`src/design/pra_pkg.sv`:
```
// Shared constants, types and helpers for the particle render attribute pipeline.
package pra_pkg;
  localparam int FracBits = 16;
  localparam int TW       = FracBits + 1;
  localparam int DivBits  = FracBits;

  typedef struct packed {
    logic signed [31:0] pos_x;
    logic signed [31:0] pos_y;
    logic signed [31:0] age_now;
    logic signed [31:0] life_span;
    logic signed [31:0] size_begin;
    logic signed [31:0] size_finish;
    logic [7:0]         alpha_begin;
    logic [7:0]         alpha_finish;
  } item_t;

  typedef struct packed {
    logic signed [16:0] dest_x;
    logic signed [16:0] dest_y;
    logic [15:0]        dest_size;
    logic [7:0]         red;
    logic [7:0]         green;
    logic [7:0]         blue;
    logic [7:0]         alpha;
  } result_t;

  // Channel value: frac in 0..2^F (2^F is one), times 255, back to 8 bits.
  function automatic logic [7:0] chan(input logic [FracBits:0] frac);
    logic [FracBits+8:0] p;
    p = {8'd0, frac} * (FracBits+9)'(255);
    return p[FracBits+7:FracBits];
  endfunction

  // Truncate Q value toward zero, then subtract half, saturate to 17 bits.
  function automatic logic signed [16:0] edge_of(input logic signed [31:0] q,
                                                 input logic [14:0] half);
    logic [31:0]        mag;
    logic signed [33:0] ti;
    logic signed [33:0] e;
    mag = q[31] ? 32'(-q) : 32'(q);
    ti  = q[31] ? -$signed({2'b0, mag >> FracBits}) : $signed({2'b0, mag >> FracBits});
    e   = ti - $signed({19'd0, half});
    if (e < -34'sd65536) return -17'sd65536;
    else if (e > 34'sd65535) return 17'sd65535;
    else return e[16:0];
  endfunction
endpackage

```
`src/design/pra_div.sv`:
```
// Pipelined restoring divider giving the life fraction t, one quotient bit per stage.
module pra_div (
  input  logic                 clk,
  input  logic                 rst_n,
  input  logic                 en,
  input  logic                 in_vld,
  input  logic [30:0]          num,     // age, 0 < age < life
  input  logic [30:0]          den,     // life
  input  logic                 force_one,
  input  logic                 force_zero,
  input  pra_pkg::item_t       in_item,
  output logic                 out_vld,
  output logic [pra_pkg::TW-1:0] t_out,
  output pra_pkg::item_t       out_item
);
  import pra_pkg::*;
  localparam int N = DivBits;

  logic [N:0]         vld_r;
  logic [31:0]        rem_r   [N+1];
  logic [30:0]        den_r   [N+1];
  logic [N-1:0]       q_r     [N+1];
  logic [1:0]         frc_r   [N+1];
  item_t              item_r  [N+1];

  // Stage 0 holds remainder = age (integer part of age*2^F / life is zero
  // since age < life); each stage shifts in one zero fraction bit.
  always_ff @(posedge clk) begin
    if (!rst_n) begin
      vld_r <= '0;
    end else if (en) begin
      vld_r <= {vld_r[N-1:0], in_vld};
    end
  end

  always_ff @(posedge clk) begin
    if (en) begin
      rem_r[0]  <= {1'b0, num};
      den_r[0]  <= den;
      q_r[0]    <= '0;
      frc_r[0]  <= {force_one, force_zero};
      item_r[0] <= in_item;
      for (int i = 0; i < N; i++) begin
        logic [32:0] sh;
        logic [32:0] df;
        sh = {rem_r[i], 1'b0};
        df = sh - {2'b0, den_r[i]};
        if (!df[32]) begin
          rem_r[i+1] <= df[31:0];
          q_r[i+1]   <= {q_r[i][N-2:0], 1'b1};
        end else begin
          rem_r[i+1] <= sh[31:0];
          q_r[i+1]   <= {q_r[i][N-2:0], 1'b0};
        end
        den_r[i+1]  <= den_r[i];
        frc_r[i+1]  <= frc_r[i];
        item_r[i+1] <= item_r[i];
      end
    end
  end

  assign out_vld  = vld_r[N];
  assign out_item = item_r[N];
  always_comb begin
    if (frc_r[N][1])      t_out = TW'(1) << FracBits;
    else if (frc_r[N][0]) t_out = '0;
    else                  t_out = {1'b0, q_r[N]};
  end
endmodule
```
`config.mk`:
```
export PLATFORM = sky130hd
export DESIGN_NAME = pra_div
export DESIGN_NICKNAME = d
export VERILOG_FILES = /design/src/design/pra_pkg.sv /design/src/design/pra_div.sv
export SDC_FILE = /design/constraint.sdc
export NUM_CORES = 2
export LEC_CHECK = 0
export BUFFER_PORTS_ARGS = -buffer_cell sky130_fd_sc_hd__buf_2
export CAP_MARGIN = 15
export CELL_PAD_IN_SITES_DETAIL_PLACEMENT = 1
export CELL_PAD_IN_SITES_GLOBAL_PLACEMENT = 2
export CORE_AREA = 2 2 966 727
export CTS_BUF_LIST = sky130_fd_sc_hd__clkbuf_16
export DETAILED_ROUTE_END_ITERATION = 8
export DIE_AREA = 0 0 968 729
export PLACE_DENSITY_LB_ADDON = 0.1
export SETUP_SLACK_MARGIN = 0.4
export SLEW_MARGIN = 20
export SYNTH_ARGS = -nofsm -noshare
export SYNTH_HDL_FRONTEND = slang
export SYNTH_MEMORY_MAX_BITS = 65536
export SYNTH_SLANG_ARGS = --single-unit
```
`constraint.sdc`:
```
create_clock -name clk -period 3.2 [get_ports clk]
set_input_delay 0.32 -clock clk [delete_from_list [all_inputs] [get_ports clk]]
set_output_delay 0.32 -clock clk [all_outputs]
set_load 0.01 [all_outputs]
```
==> flow_metrics.env <==
export IMPL_violations="negative setup slack"
export IMPL_cts_sinks=4730
export IMPL_min_period_ns=3.484
export IMPL_cts_max_level=6
export IMPL_yosysTopAreaCell="edfxtp_1"
export IMPL_synth_edf_count=4712
export IMPL_yosys_area_top_type_share_pct=81.47
export IMPL_rsz0062_at_grt="true"
export IMPL_final_net_count=13262
export IMPL_drt_iter0_drc=4746
export IMPL_setup_viol=287
export IMPL_comb_power_share_pct=28.8
export IMPL_relSlewSlack_pct=25.62
export IMPL_synth_flop_cell="edfxtp_1"
export IMPL_swShare_pct=29.11
export IMPL_wl_um=382600
export IMPL_grt_max_degree=177
export IMPL_yosys_cell_types_count=96
export IMPL_drive_gt1_share_pct=28.91
export IMPL_crit_fanout=13
export IMPL_critPathRequiredTime_ns=3.87
export IMPL_fmax_mhz=287.1
export IMPL_power_density_nw_per_um2=865.8
export IMPL_clk_latency_ns=1.04
export IMPL_dieArea_sq_um=705700
export IMPL_end_kind="flip-flop"
export IMPL_wl_per_cell_um=17.30
export IMPL_status="complete, but fails checks"
export IMPL_max_slew_worst_pin_slew_ns=1.116
export IMPL_setup_slack_ns=-0.2837
export IMPL_io_buffer_count=501
export IMPL_io_pin_count=502
export IMPL_row_count=266
export IMPL_fin_worst_skew_ns=0.1118
export IMPL_drv_cap=0
export IMPL_die_x_um=968
export IMPL_grt_total_usage_pct=10.58
export IMPL_cts_tree="done"
export IMPL_grt_ovfl_total=0
export IMPL_ys_seq_elements=4730
export IMPL_ys_async_sr_fraction_pct=0
export IMPL_start_util_pct=24.91
export IMPL_ys_warn_count=0
export IMPL_synth_net_count=10396
export IMPL_peakVddDrop_mv=0.3878
export IMPL_grt_pass1_vias=96150
export IMPL_hp_class="primary input to flip-flop"
export IMPL_syn_to_final_growth_pct=31.15
export IMPL_total_power_mw=197.2
export IMPL_cts_buffer_depth=5
export IMPL_final_max_slew_viol_count=0
export IMPL_place_hpwl_um=247700
export IMPL_vias_per_cell=4.026
export IMPL_ys_top_cells_by_area="edfxtp_1 81%, ha_1 3.5%, a21oi_1 1.4%"
export IMPL_design_core_area_sq_um=697300
export IMPL_drtPass1Iterations=5
export IMPL_drc_errors=0
export IMPL_final_antenna_net_count=0
export IMPL_synth_cells=9625
export IMPL_synth_area_sq_um=173700
export IMPL_place_gp_congestion=0.7629
export IMPL_fin_crit_sh_pct=108.9
export IMPL_seq_power_share_pct=41.4
export IMPL_yosysSeqAreaShare_pct=81.68
export IMPL_finalHoldViolations=0
export IMPL_cts_root_buffer="clkbuf_16"
export IMPL_clockPowerShare_pct=29.8
export IMPL_clk_pin_slew_worst_paths_ns=0.06
export IMPL_whs_ns=0.1016
export IMPL_route_vias_total=89025
export IMPL_grt_pass1_wl_um=581200
export IMPL_dieHeight_um=729
export IMPL_grt_antenna_before_repair=17
export IMPL_avgSynthCellArea_sq_um=18.04
export IMPL_n_fill_cell=70879
export IMPL_p_switching_mw=57.40
export IMPL_p_int_mw=139.8
export IMPL_startpoint_type="flip-flop"
export IMPL_arrival_ns=4.15
export IMPL_p_leak_nw=84.74
export IMPL_cts_buffers=563
export IMPL_crit_type="flip-flop to flip-flop"
## final cells by class
type	instances	area (sq um)	share of cell area (%)
clock buffers	568	14210	6.240
multi-input cells	4139	34520	15.15
clock inverters	368	2449	1.075
diodes	4	10.01	0.004395
flip-flops and latches	4730	141900	62.28
inverters	595	2285	1.003
repair inverters	2	22.52	0.009888
repair buffers	2460	20850	9.154
well taps	9246	11570	5.079
## layout by cell type (no fill, tap or decap), types with 174 or more instances in the layout
| master | netlist | layout |
|---|---|---|
| a21o_1 | 237 | 236 |
| a21oi_1 | 483 | 400 |
| buf_2 | 41 | 502 |
| buf_4 | 9 | 1193 |
| clkbuf_16 | 0 | 576 |
| dlygate4sd3_1 | 0 | 495 |
| edfxtp_1 | 4712 | 4712 |
| ha_1 | 480 | 425 |
| inv_1 | 591 | 675 |
| nand2_1 | 538 | 346 |
| nor2_1 | 301 | 213 |
| o21ai_0 | 323 | 174 |
| o21ai_2 | 2 | 178 |
| xnor2_1 | 203 | 196 |
| xor2_1 | 205 | 203 |
## synthesized netlist by cell type, types with 29 or more instances
cell	n
a211oi_1	39
nor3_1	58
nor2_1	301
nor2b_1	62
buf_2	41
a21oi_1	483
xor2_1	205
inv_1	591
nand4_1	54
mux2_2	57
and3_1	29
nand2b_1	51
a21o_1	237
mux2_1	63
clkbuf_1	113
nand2_1	538
o21bai_1	82
o21a_1	83
o21ai_1	116
a31oi_1	50
and2_1	60
o21ai_0	323
ha_1	480
o31ai_1	34
o211ai_1	74
xnor2_1	203
edfxtp_1	4712
nand3_1	98
## metrics by stage
stage / TNS [ns] / setup WS (ns) / utilization, % / area [sq um] / std cells
after floorplan: 0 / 0.1448 / - / 174700 / 9625
after global placement: -76.03 / -0.5162 / 28.28 / 197200 / 20385
after detailed placement: -93.01 / -0.4635 / 28.28 / 197200 / 20385
after CTS: -47.50 / -0.3420 / 32.03 / 223400 / 21979
after global routing: -78.45 / -0.4424 / 32.67 / 227800 / 22112
final: -24.11 / -0.2837 / 32.67 / 227800 / 22112
## worst max-delay path, stage by stage, from the launching register on
cell and delay (ns):
edfxtp_1 0.37, inv_2 0.06, fa_2 0.41, a211oi_4 0.32, o2111ai_4 0.18, a211o_4 0.40
a211oi_4 0.30, nor3_2 0.07, or3_1 0.33, a21o_4 0.24, buf_12 0.15, mux2_4 0.33
## power by group through the flow
stage,combinational (mW),clock [mW],sequential (mW)
2_1_floorplan,27.4,0,80.2
3_3_place_gp,43.9,0,82.7
3_5_place_dp,44.5,0,82.8
4_1_cts,51.5,62.0,81.6
5_1_grt,62.4,64.1,82.4
6_report,56.7,58.8,81.6
## logic make-up (layout without fill, tap and decap cells)
group / Yosys count / count (layout) / synth area share [%]
adder cells (fa/ha/maj): 495 / 495 / 3.631
other: 0 / 4 / 0
buffers and inverters: 763 / 3993 / 1.715
AO/OA/AOI/OAI: 1725 / 1725 / 6.279
multiplexers: 154 / 154 / 1.005
flip-flops: 4730 / 4730 / 81.68
XOR/XNOR: 408 / 408 / 2.058
AND/OR/NAND/NOR: 1350 / 1357 / 3.634
## registers in the layout (all words and copies together) (netlist names)
signal,cells
frc_r,34
q_r,136
den_r,496
rem_r,511
vld_r,17
item_r,3536
## per-layer routing
layer	GRT usage, %	share of wire (%)	up-vias
li1	-	-	42645
met1	13.71	45	44526
met2	17.55	48	1119
met3	2.305	3.7	735
met4	3.624	3.1	0
met5	0	0	-
## path summary, 6_finish.rpt
check,start,end,slack [ns],cells after the start
setup / recovery,den_r[0][94],rem_r[4][19],-0.28,11
hold / removal,in_item[85],item_r[0][85],0.10,2
setup reg to reg,den_r[0][94],rem_r[4][19],-0.28,11
hold reg to reg,item_r[0][1558],item_r[0][1766],0.37,0
## what timing repair did
action / CTS / global route
hold buffers: 495 / 1
setup buffers: 127 / 117
gates cloned: 36 / 12
hold endpoints to repair: 309 / 19
pin swaps: 179 / 241
resized for setup: 690 / 759
endpoints found under the setup margin: 504 / 1048
(Power assumes the default switching activity.)
